==> config.mk <==
export PLATFORM = sky130hd
export DESIGN_NAME = indexed_min_heap_queue_flat
export DESIGN_NICKNAME = d
export VERILOG_FILES = /design/src/hdl/imhq_pkg.sv /design/src/hdl/imhq_if.sv /design/src/hdl/indexed_min_heap_queue.sv /design/src/flat_wrapper.sv
export SDC_FILE = /design/constraint.sdc
export NUM_CORES = 2
export LEC_CHECK = 0
export BUFFER_PORTS_ARGS = -buffer_cell sky130_fd_sc_hd__buf_4
export CORE_ASPECT_RATIO = 0.7
export CORE_MARGIN = 4
export CORE_UTILIZATION = 50
export DETAILED_ROUTE_END_ITERATION = 8
export PLACE_DENSITY = 0.64
export SYNTH_ARGS = -nofsm -noshare
export SYNTH_HDL_FRONTEND = slang
export SYNTH_SLANG_ARGS = --single-unit
==> constraint.sdc <==
create_clock -name clk_i -period 7.7 [get_ports clk_i]
set_input_delay 0 -clock clk_i [delete_from_list [all_inputs] [get_ports clk_i]]
set_output_delay 0 -clock clk_i [all_outputs]
set_load 0.01 [all_outputs]
==> src/hdl/imhq_pkg.sv <==
// ----------------------------------------------------------------------------
// imhq_pkg
// Item types and operation / status codes of the indexed min-heap queue.
// ----------------------------------------------------------------------------
`timescale 1ns / 1ps

package imhq_pkg;

  // Operation codes
  localparam logic [1:0] MODE_INSERT   = 2'd0;
  localparam logic [1:0] MODE_POP      = 2'd1;
  localparam logic [1:0] MODE_DECREASE = 2'd2;

  // Status codes
  localparam logic [1:0] ST_OK        = 2'd0;
  localparam logic [1:0] ST_POP_EMPTY = 2'd1;
  localparam logic [1:0] ST_FULL      = 2'd2;
  localparam logic [1:0] ST_ABSENT    = 2'd3;

  typedef struct packed {
    logic [1:0]  mode;
    logic [5:0]  node_index;
    logic [23:0] new_key;
  } in_item_t;

  typedef struct packed {
    logic [5:0]  popped_index;
    logic [23:0] popped_key;
    logic        queue_empty;
    logic [6:0]  entry_count;
    logic [1:0]  status;
  } out_item_t;

endpackage

==> src/hdl/imhq_if.sv <==
// ----------------------------------------------------------------------------
// imhq_if
// Valid/ready channels for command items and result items.
// ----------------------------------------------------------------------------
`timescale 1ns / 1ps

interface imhq_in_if import imhq_pkg::*; ();
  logic     valid;
  logic     ready;
  in_item_t data;
  modport source (output valid, output data, input ready);
  modport sink   (input valid, input data, output ready);
endinterface

interface imhq_out_if import imhq_pkg::*; ();
  logic      valid;
  logic      ready;
  out_item_t data;
  modport source (output valid, output data, input ready);
  modport sink   (input valid, input data, output ready);
endinterface

==> src/hdl/indexed_min_heap_queue.sv <==
// ----------------------------------------------------------------------------
// indexed_min_heap_queue: one item at a time, the heap walked one level at a time.
// Errors, an empty pop and an unused mode go straight to the result; insert and
// decrease sift the entry up level by level until a compare stops it or it
// reaches the root; pop takes the root and sifts the last entry down until a
// compare stops it or it has no child. Each result waits for out ready.
// Reset empties the queue at once; heap, slot and key memories keep contents.
// ----------------------------------------------------------------------------
`timescale 1ns / 1ps

module indexed_min_heap_queue import imhq_pkg::*; #(
  parameter int NODES    = 64,
  parameter int KEY_BITS = 24
) (
  input  logic             clk_i,
  input  logic             rst_ni,
  imhq_in_if.sink          in_i,
  imhq_out_if.source       out_o
);

  localparam int IW = (NODES > 1) ? $clog2(NODES) : 1;  // node index width
  localparam int CW = $clog2(NODES + 1);                // heap slot / count width

  typedef logic [IW-1:0]       idx_t;
  typedef logic [CW-1:0]       slot_t;
  typedef logic [KEY_BITS-1:0] key_t;

  typedef enum logic [3:0] {
    S_IDLE, S_UP_POS, S_UP_RD, S_UP_KEY, S_UP_CMP,
    S_POP_RD, S_POP_KEY, S_DN_RD, S_DN_IDX, S_DN_CMP, S_OUT
  } state_e;

  // Memories
  idx_t  heap_mem [0:NODES];
  slot_t slot_mem [0:NODES-1];
  key_t  key_mem  [0:NODES-1];

  state_e          state_q;
  logic [NODES-1:0] present_q;
  slot_t           size_q;
  slot_t           pos_q;
  slot_t           limit_q;
  idx_t            cur_idx_q;
  key_t            cur_key_q;
  idx_t            top_idx_q;
  out_item_t       out_q;

  idx_t  heap_rd_a_q, heap_rd_b_q;
  slot_t slot_rd_q;
  key_t  key_rd_a_q, key_rd_b_q;

  // Memory port controls
  logic  heap_re;
  slot_t heap_ra, heap_rb;
  logic  heap_we;
  slot_t heap_wa;
  idx_t  heap_wd;
  logic  slot_we;
  idx_t  slot_wa;
  slot_t slot_wd;
  logic  key_we;

  // Decoded input item
  idx_t  in_idx;
  key_t  in_key;
  logic  in_range;
  logic  accept;

  // Outcome of an accepted item
  out_item_t take_out;
  state_e    take_state;
  logic      take_ins;

  // Sift-down child choice
  logic [CW:0] two_p;
  logic        use_r;
  slot_t       child;
  idx_t        child_idx;
  key_t        child_key;

  assign in_idx   = IW'(in_i.data.node_index);
  assign in_key   = KEY_BITS'(in_i.data.new_key);
  assign in_range = (32'(in_i.data.node_index) < NODES);
  assign accept   = in_i.valid && in_i.ready;

  assign in_i.ready  = (state_q == S_IDLE);
  assign out_o.valid = (state_q == S_OUT);
  assign out_o.data  = out_q;

  assign two_p     = {pos_q, 1'b0};
  assign use_r     = (two_p < {1'b0, limit_q}) && (key_rd_a_q > key_rd_b_q);
  assign child     = use_r ? CW'(two_p + 1'b1) : CW'(two_p);
  assign child_idx = use_r ? heap_rd_b_q : heap_rd_a_q;
  assign child_key = use_r ? key_rd_b_q : key_rd_a_q;

  // Result fields and first step for the item at the input
  always_comb begin
    take_out             = '0;
    take_out.status      = ST_OK;
    take_out.entry_count = 7'(size_q);
    take_out.queue_empty = (size_q == '0);
    take_state           = S_OUT;
    take_ins             = 1'b0;
    if (in_i.data.mode == MODE_INSERT || in_i.data.mode == MODE_DECREASE) begin
      priority if (!in_range) begin
        take_out.status = ST_ABSENT;
      end else if (present_q[in_idx]) begin
        take_state = S_UP_POS;
      end else if (in_i.data.mode == MODE_DECREASE) begin
        take_out.status = ST_ABSENT;
      end else if (size_q == slot_t'(NODES)) begin
        take_out.status = ST_FULL;
      end else begin
        take_ins             = 1'b1;
        take_state           = S_UP_RD;
        take_out.entry_count = 7'(size_q + 1'b1);
        take_out.queue_empty = 1'b0;
      end
    end else if (in_i.data.mode == MODE_POP) begin
      if (size_q == '0) begin
        take_out.status = ST_POP_EMPTY;
      end else begin
        take_state = S_POP_RD;
      end
    end
  end

  // Heap-memory read addresses
  always_comb begin
    heap_re = 1'b0;
    heap_ra = slot_t'(1);
    heap_rb = size_q;
    unique case (state_q)
      S_IDLE: begin
        heap_re = accept && (in_i.data.mode == MODE_POP);
      end
      S_UP_RD: begin
        heap_re = 1'b1;
        heap_ra = pos_q >> 1;
      end
      S_DN_RD: begin
        heap_re = 1'b1;
        heap_ra = CW'(two_p);
        heap_rb = CW'(two_p + 1'b1);
      end
      default: heap_re = 1'b0;
    endcase
  end

  // Heap and slot writes: hole moves or final placement
  always_comb begin
    heap_we = 1'b0;
    heap_wa = pos_q;
    heap_wd = cur_idx_q;
    slot_we = 1'b0;
    slot_wa = cur_idx_q;
    slot_wd = pos_q;
    unique case (state_q)
      S_UP_RD: begin
        heap_we = (pos_q == slot_t'(1));
        slot_we = (pos_q == slot_t'(1));
      end
      S_UP_CMP: begin
        heap_we = 1'b1;
        slot_we = 1'b1;
        if (key_rd_a_q > cur_key_q) begin
          heap_wd = heap_rd_a_q;
          slot_wa = heap_rd_a_q;
        end
      end
      S_DN_RD: begin
        heap_we = (two_p > {1'b0, limit_q});
        slot_we = (two_p > {1'b0, limit_q});
      end
      S_DN_CMP: begin
        heap_we = 1'b1;
        slot_we = 1'b1;
        if (cur_key_q > child_key) begin
          heap_wd = child_idx;
          slot_wa = child_idx;
        end
      end
      default: heap_we = 1'b0;
    endcase
  end

  assign key_we = accept && in_range
               && ((in_i.data.mode == MODE_DECREASE && present_q[in_idx])
                || (in_i.data.mode == MODE_INSERT
                    && (present_q[in_idx] || size_q != slot_t'(NODES))));

  // Memory ports
  always_ff @(posedge clk_i) begin
    if (heap_we) heap_mem[heap_wa] <= heap_wd;
    if (heap_re) begin
      heap_rd_a_q <= heap_mem[heap_ra];
      heap_rd_b_q <= heap_mem[heap_rb];
    end
  end

  always_ff @(posedge clk_i) begin
    if (accept && take_ins) begin
      slot_mem[in_idx] <= CW'(size_q + 1'b1);
    end else if (slot_we) begin
      slot_mem[slot_wa] <= slot_wd;
    end
    slot_rd_q <= slot_mem[in_idx];
  end

  always_ff @(posedge clk_i) begin
    if (key_we) key_mem[in_idx] <= in_key;
    key_rd_a_q <= key_mem[heap_rd_a_q];
    key_rd_b_q <= key_mem[heap_rd_b_q];
  end

  // Sequencer
  always_ff @(posedge clk_i or negedge rst_ni) begin
    if (!rst_ni) begin
      state_q   <= S_IDLE;
      present_q <= '0;
      size_q    <= '0;
      pos_q     <= '0;
      limit_q   <= '0;
      cur_idx_q <= '0;
      cur_key_q <= '0;
      top_idx_q <= '0;
      out_q     <= '0;
    end else begin
      unique case (state_q)
        S_IDLE: begin
          if (accept) begin
            out_q     <= take_out;
            cur_idx_q <= in_idx;
            cur_key_q <= in_key;
            state_q   <= take_state;
            if (take_ins) begin
              size_q            <= CW'(size_q + 1'b1);
              pos_q             <= CW'(size_q + 1'b1);
              present_q[in_idx] <= 1'b1;
            end
          end
        end
        S_UP_POS: begin
          pos_q   <= slot_rd_q;
          state_q <= S_UP_RD;
        end
        S_UP_RD: begin
          state_q <= (pos_q == slot_t'(1)) ? S_OUT : S_UP_KEY;
        end
        S_UP_KEY: begin
          state_q <= S_UP_CMP;
        end
        S_UP_CMP: begin
          if (key_rd_a_q > cur_key_q) begin
            pos_q   <= pos_q >> 1;
            state_q <= S_UP_RD;
          end else begin
            state_q <= S_OUT;
          end
        end
        S_POP_RD: begin
          top_idx_q <= heap_rd_a_q;
          cur_idx_q <= heap_rd_b_q;
          state_q   <= S_POP_KEY;
        end
        S_POP_KEY: begin
          out_q                <= {6'(top_idx_q), 24'(key_rd_a_q),
                                   (size_q == slot_t'(1)), 7'(size_q - 1'b1), ST_OK};
          present_q[top_idx_q] <= 1'b0;
          cur_key_q            <= key_rd_b_q;
          size_q               <= CW'(size_q - 1'b1);
          limit_q              <= CW'(size_q - 1'b1);
          pos_q                <= slot_t'(1);
          state_q              <= (size_q == slot_t'(1)) ? S_OUT : S_DN_RD;
        end
        S_DN_RD: begin
          state_q <= (two_p > {1'b0, limit_q}) ? S_OUT : S_DN_IDX;
        end
        S_DN_IDX: begin
          state_q <= S_DN_CMP;
        end
        S_DN_CMP: begin
          if (cur_key_q > child_key) begin
            pos_q   <= child;
            state_q <= S_DN_RD;
          end else begin
            state_q <= S_OUT;
          end
        end
        S_OUT: begin
          if (out_o.ready) begin
            state_q <= S_IDLE;
          end
        end
        default: state_q <= S_IDLE;
      endcase
    end
  end

endmodule

==> src/flat_wrapper.sv <==
// flat-port wrapper written by rule: the top's interface ports become plain ports
module indexed_min_heap_queue_flat import imhq_pkg::*;
#(
  parameter int NODES    = 64,
  parameter int KEY_BITS = 24
)
  (clk_i, rst_ni, in_i_valid, in_i_data, in_i_ready, out_o_valid, out_o_data, out_o_ready);
  imhq_in_if in_i_i ();
  imhq_out_if out_o_i ();
  input  logic clk_i;
  input  logic rst_ni;
  input wire logic [$bits(in_i_i.valid)-1:0] in_i_valid;
  input wire logic [$bits(in_i_i.data)-1:0] in_i_data;
  output wire logic [$bits(in_i_i.ready)-1:0] in_i_ready;
  output wire logic [$bits(out_o_i.valid)-1:0] out_o_valid;
  output wire logic [$bits(out_o_i.data)-1:0] out_o_data;
  input wire logic [$bits(out_o_i.ready)-1:0] out_o_ready;
  assign in_i_i.valid = in_i_valid;
  assign in_i_i.data = in_i_data;
  assign in_i_ready = in_i_i.ready;
  assign out_o_valid = out_o_i.valid;
  assign out_o_data = out_o_i.data;
  assign out_o_i.ready = out_o_ready;
  indexed_min_heap_queue #(.NODES(NODES), .KEY_BITS(KEY_BITS)) u_core (.clk_i(clk_i), .rst_ni(rst_ni), .in_i(in_i_i), .out_o(out_o_i));
endmodule
# After elaboration in Yosys (flattened, before gate mapping)
# Memories as Yosys holds them, arrays and structs flattened. A register that Yosys moved wholly into a read port is not among the register bits.
# Index checks and enable logic that the tools add are counted.
# op_classes
eq_ne,21
bitwise_logic,3
n_lt_le_gt_ge,9
n_addsub,3
n_reduce_logical,26
mux,69
# ops
op,count
$mux 64,2
$pmux 64 s2,1
$pmux 40 s2,1
$gt 24x24->1,3
$and 64x64->64,1
$not 64->64,1
$or 64x64->64,1
$mux 7,7
$mux 24,2
$mux 4,12
$pmux 24 s2,1
$pmux 4 s11,1
$mux 40,1
$pmux 7 s5,1
$mux 6,5
$pmux 7 s2,2
$mux 8,3
$pmux 6 s2,2
$mux 1,17
$eq 4x3->1 const B,4
$add 7x1->7 const B,2
$eq 7x1->1 const B,2
$lt 6x7->1 const B,2
$demux 1 s6,2
30 further kinds,55
# totals
n_memories,3
word_cells,147
out_inout_bits,42
regBits,165
input_bits,36
ram_bits,2374
# memory_table
name,words,width,read_ports,rd_ports_with_merged_regs,write_ports,line,rtl
u_core.key_mem,64,24,2,2,1,indexed_min_heap_queue.sv:36,key_t key_mem [0:NODES-1];
u_core.slot_mem,64,7,1,1,1,indexed_min_heap_queue.sv:35,slot_t slot_mem [0:NODES-1];
u_core.heap_mem,65,6,2,2,1,indexed_min_heap_queue.sv:34,idx_t heap_mem [0:NODES];

# Longest topological paths before layout
# depth
ltp_word,10
mapped_depth,24
mapped_depth_nobuf,19

# Worst setup path after synthesis
# OpenSTA, ideal clock, no wires.
# synth_timing
path_type,register to register
start,"register u_core.key_rd_b_q[23], read port of u_core.key_mem"
end,memory u_core.heap_mem[0][0] in the netlist's numbering (data pin)
setup_time_ps,572
n_path_buf,3
t_required_ps,7128
slack_ps,1360
arrival_time_ps,5768
period_less_slack_ps,6340
stages_incl_launch_ff,18
path_cell_list,dfxtp_1 inv_1 ha_1 nand4_1 nor4_1 a311o_1 a31o_2 buf_2 buf_1 buf_1 a21oi_1 ha_1 nand4_2 or3_1 or3_4 a21oi_2 nor3_1 o221ai_1
# synth_via
elab_chain_cells,6
word_cells_on_any_way,7
cone_classes,2 x order compare; 4 x mux; 1 x reduce/logical
# synth_rtl
element,line,rtl
start: declaration,indexed_min_heap_queue.sv:50,"key_t key_rd_a_q, key_rd_b_q;"
$gt 24x24->1,indexed_min_heap_queue.sv:91,"assign use_r = (two_p < {1'b0, limit_q}) && (key_rd_a_q > key_rd_b_q);"
$logic_and 1x1->1,indexed_min_heap_queue.sv:91,
$mux 24,indexed_min_heap_queue.sv:94,assign child_key = use_r ? key_rd_b_q : key_rd_a_q;
$gt 24x24->1,indexed_min_heap_queue.sv:178,if (cur_key_q > child_key) begin
$mux 6 *,indexed_min_heap_queue.sv:178,
$pmux 6 s2 *,indexed_min_heap_queue.sv:158,unique case (state_q)
named net u_core.heap_wd[0],indexed_min_heap_queue.sv:57,idx_t heap_wd;
end: declaration,indexed_min_heap_queue.sv:34,
# The timed path passes the listed nets; every way through them passes the cells marked *.

# Final worst setup path
# layout_timing
start,"register u_core.key_rd_b_q[19], read port of u_core.key_mem"
end,"memory u_core.slot_mem[27][0] in the netlist's numbering, enable pin"
# layout_via
elab_chain_cells,7
word_cells_on_any_way,8
cone_classes,2 x order compare; 5 x mux; 1 x reduce/logical
# layout_rtl
element,line
$gt 24x24->1,indexed_min_heap_queue.sv:91
$logic_and 1x1->1,indexed_min_heap_queue.sv:91
$mux 24,indexed_min_heap_queue.sv:94
$gt 24x24->1,indexed_min_heap_queue.sv:178
$mux 6 *,indexed_min_heap_queue.sv:178
$pmux 6 s2 *,indexed_min_heap_queue.sv:158
$mux 6 (no line) *,-
end: declaration,indexed_min_heap_queue.sv:35
# Mark *: on every way between the ends. The rest lies on a longest branch, timed or not.

==> flow_summary.ini <==
[status]
outcome = complete, no violations

[worst_setup_path]
critPathMaxFanout = 25
crit_type = reg -> reg
max_stage_delay_ns = 0.58
worstSetupStartpointType = flip-flop
crit_top_cell = buf_4
worstPathRequired_ns = 8.27
path_buf_inv = 4
crit_path_cell_trace = inv_1 > ha_1 > nand4_1 > nor4_1 > a311o_1 > a31o_2 > buf_4 > mux2_2 > ha_1 > nand4b_1 > a31oi_1 > o21ai_0 > nand4_1 > nand3_1 > mux2_2 > a41oi_2 > nand2b_1 > buf_4 > nor3_1 > buf_4
slowest_stage = nor4_1
worstSetupEndpointType = flip-flop
critical_path_arrival_ns = 7.35
critPathTopFamily = simple AND/OR/NAND/NOR gates

[routing]
drtIter0Drc = 11100
wirelength_microns = 366000
drtPass1Iterations = 6
avgRoutedWirePerCell_microns = 36.3
num_vias = 71300
vias_per_cell = 7.08
ant_nets = 0
drc = 0

[synthesis]
synth-seq-area-share = 0.651
ys_types = 87
avgSynthCellArea_sq_um = 17.9
synthFlopType = edfxtp_1
synthXorXnorAreaFrac = 0.00134
synthArstFlopShare = 0.0633
synth_top_family_by_area = multiplexers
synthMuxAreaShare = 0.215
synthesis.nets = 6712
yosysWarningCount = 0
syn_area_sq_um = 118000
synth-compound-area-share = 0.0591
synth-edff-count = 2386
synth-simple-area-share = 0.0454
postSynthCellCount = 6594
ys_ff_latch = 2606
synth_fa_ha_area_frac = 0.00869

[timing]
rsz0062_at_grt = false
tightestPinTransition_ns = 1.20
finalClockSkew_ns = 0.0582
maxSlewHeadroom = 0.200
finalCritPeriodShare = 0.881
setup_viol = 0
post-route-min-period_ns = 6.78
hold_violations = 0
drv_slew = 0
final.setup.tns_ns = 0
timing.fmax_mhz = 147

[floorplan]
die_h_microns = 414
pin_count = 78
initial_utilization = 0.505
dieArea_sq_um = 244000
core_sq_um = 234000
die_x_microns = 589
rows = 148

[global_route]
grt_usage = 0.296
grt_overflow = 0
grt_start_max_net_pins = 193
first_global_vias = 69400
grt_first_pass_wirelength_microns = 519000
antenna_found_initial = 30

[cells_and_area]
area_delta_synth_final_pct = 12.1
multi_input_area_sq_um = 39600
nNetsFinal = 6832
fillCellCount = 17400
final_cell_mix = edfxtp_1, mux4_2, nand2_1, buf_4, clkbuf_16
final_common_cell = edfxtp_1
drive_gt1_frac = 0.280
fin_util = 0.566
regArea_sq_um = 76900

[clocking]
cts_sinks = 2606
post_cts_buffers = 0
cts_buffer_depth = 4
cts.reportedPaths.clkPinSlew_ns = 0.06
root_buffer = clkbuf_16
cts_tree = yes
htree_levels = 5
clk_latency_ns = 0.87
cts_buffers = 266

[power]
p_leak_nw = 41.9
ir_worst_vdd_uv = 418
p_per_area_nw_per_um2 = 389

[min_path]
hold_path_class = in -> reg

[placed_design]
gp_congestion = 0.882
dp_hpwl_microns = 216000
port_buffers = 77

[job]
cap_violations = 0
## worst min-delay path: stages
cell and delay [ns]:
dlygate4sd3_1 0.54, buf_4 0.18, mux2i_1 0.08, o21ai_0 0.13
## path summary, 6_finish.rpt
kind,from,to,slack [ns],cells past startpoint
setup / recovery,u_core.key_rd_b_q[19],u_core.slot_mem[27][0],0.92,20
hold / removal,in_i_data[28],u_core.cur_idx_q[4],0.12,4
setup reg to reg,u_core.key_rd_b_q[19],u_core.slot_mem[27][0],0.92,20
hold reg to reg,u_core.key_rd_a_q[13],u_core.out_o.data[23],0.48,2
max in group asynchronous,rst_ni,u_core.cur_key_q[4],6.53,4
min in group asynchronous,rst_ni,u_core.top_idx_q[0],0.34,4
## cell type report
cell class / count / area share
Clock buffer: 335 / 0.0545
Clock inverter: 127 / 0.00976
Multi-Input combinational cell: 3412 / 0.299
Antenna cell: 15 / 0.000284
Timing Repair Buffer: 358 / 0.0234
Tap cell: 3150 / 0.0298
Inverter: 70 / 0.00199
Sequential cell: 2606 / 0.581
## per-layer routing
| layer | share of wire | track usage | wire, microns |
|---|---|---|---|
| met2 | 0.43 | 0.413 | 157000 |
| met4 | 0.037 | 0.0974 | 13500 |
| met1 | 0.39 | 0.440 | 144000 |
| met3 | 0.14 | 0.0989 | 51700 |
| met5 | 0.00031 | 0 | 112 |
## synth_stat cells (55+ instances only)
cell / n / area share
buf_1: 117 / 0.0037
dfrtp_1: 165 / 0.035
a211oi_1: 128 / 0.0081
o21ai_0: 208 / 0.0088
a21oi_1: 129 / 0.0055
inv_1: 70 / 0.0022
nor3_1: 59 / 0.0025
a22o_1: 58 / 0.0043
a221oi_1: 60 / 0.0045
edfxtp_1: 2386 / 0.61
and2_1: 104 / 0.0055
a22oi_1: 152 / 0.0097
a31oi_1: 111 / 0.0059
ha_1: 82 / 0.0087
dfxtp_1: 55 / 0.0093
nand3_1: 109 / 0.0046
nor2_1: 236 / 0.0075
mux4_2: 1107 / 0.21
clkbuf_1: 334 / 0.011
nand2_1: 475 / 0.015
## per-stage QoR
stage | std cells | worst slack (ns) | hold slack [ns] | power [W] | cell area, sq um
after floorplan | 6594 | 1.36 | -0.296 | 0.0306 | 118000
after global placement | 9552 | 1.09 | 0.180 | 0.0383 | 123000
after detailed placement | 9552 | 1.05 | 0.195 | 0.0383 | 123000
after CTS | 10100 | 1.03 | 0.0736 | 0.0512 | 132000
after global routing | 10100 | 0.627 | 0.161 | 0.0532 | 132000
final | 10100 | 0.920 | 0.118 | 0.0514 | 132000
## where the power goes
part | switching (W) | internal, W | total (W) | leakage [nW]
Clock | 0.00544 | 0.00748 | 0.0129 | 4.15
Combinational | 0.0126 | 0.00805 | 0.0207 | 13.9
Sequential | 0.000617 | 0.0172 | 0.0178 | 23.8
Total | 0.0187 | 0.0327 | 0.0514 | 41.9
## what timing repair did
| item | CTS | global route |
|---|---|---|
| hold buffers | 43 | 0 |
| endpoints found under the hold margin | 1740 | 0 |
| resized for setup | 0 | 0 |
## cell families after synthesis
kind of cell             Yosys count
AND/OR/NAND/NOR                 1151
flip-flops                      2606
AO/OA/AOI/OAI                   1017
XOR/XNOR                          18
multiplexers                    1144
adder cells (fa/ha/maj)           82
buffers and inverters            576
## sequential cells by signal (all words and copies together) (netlist names), 24 cells and up
name,count
u_core.key_rd_b_q,24
u_core.out_o.data,40
u_core.slot_mem,448
u_core.key_rd_a_q,24
u_core.key_mem,1536
u_core.heap_mem,390
u_core.cur_key_q,24
u_core.present_q,64
(Power assumes the default switching activity.)
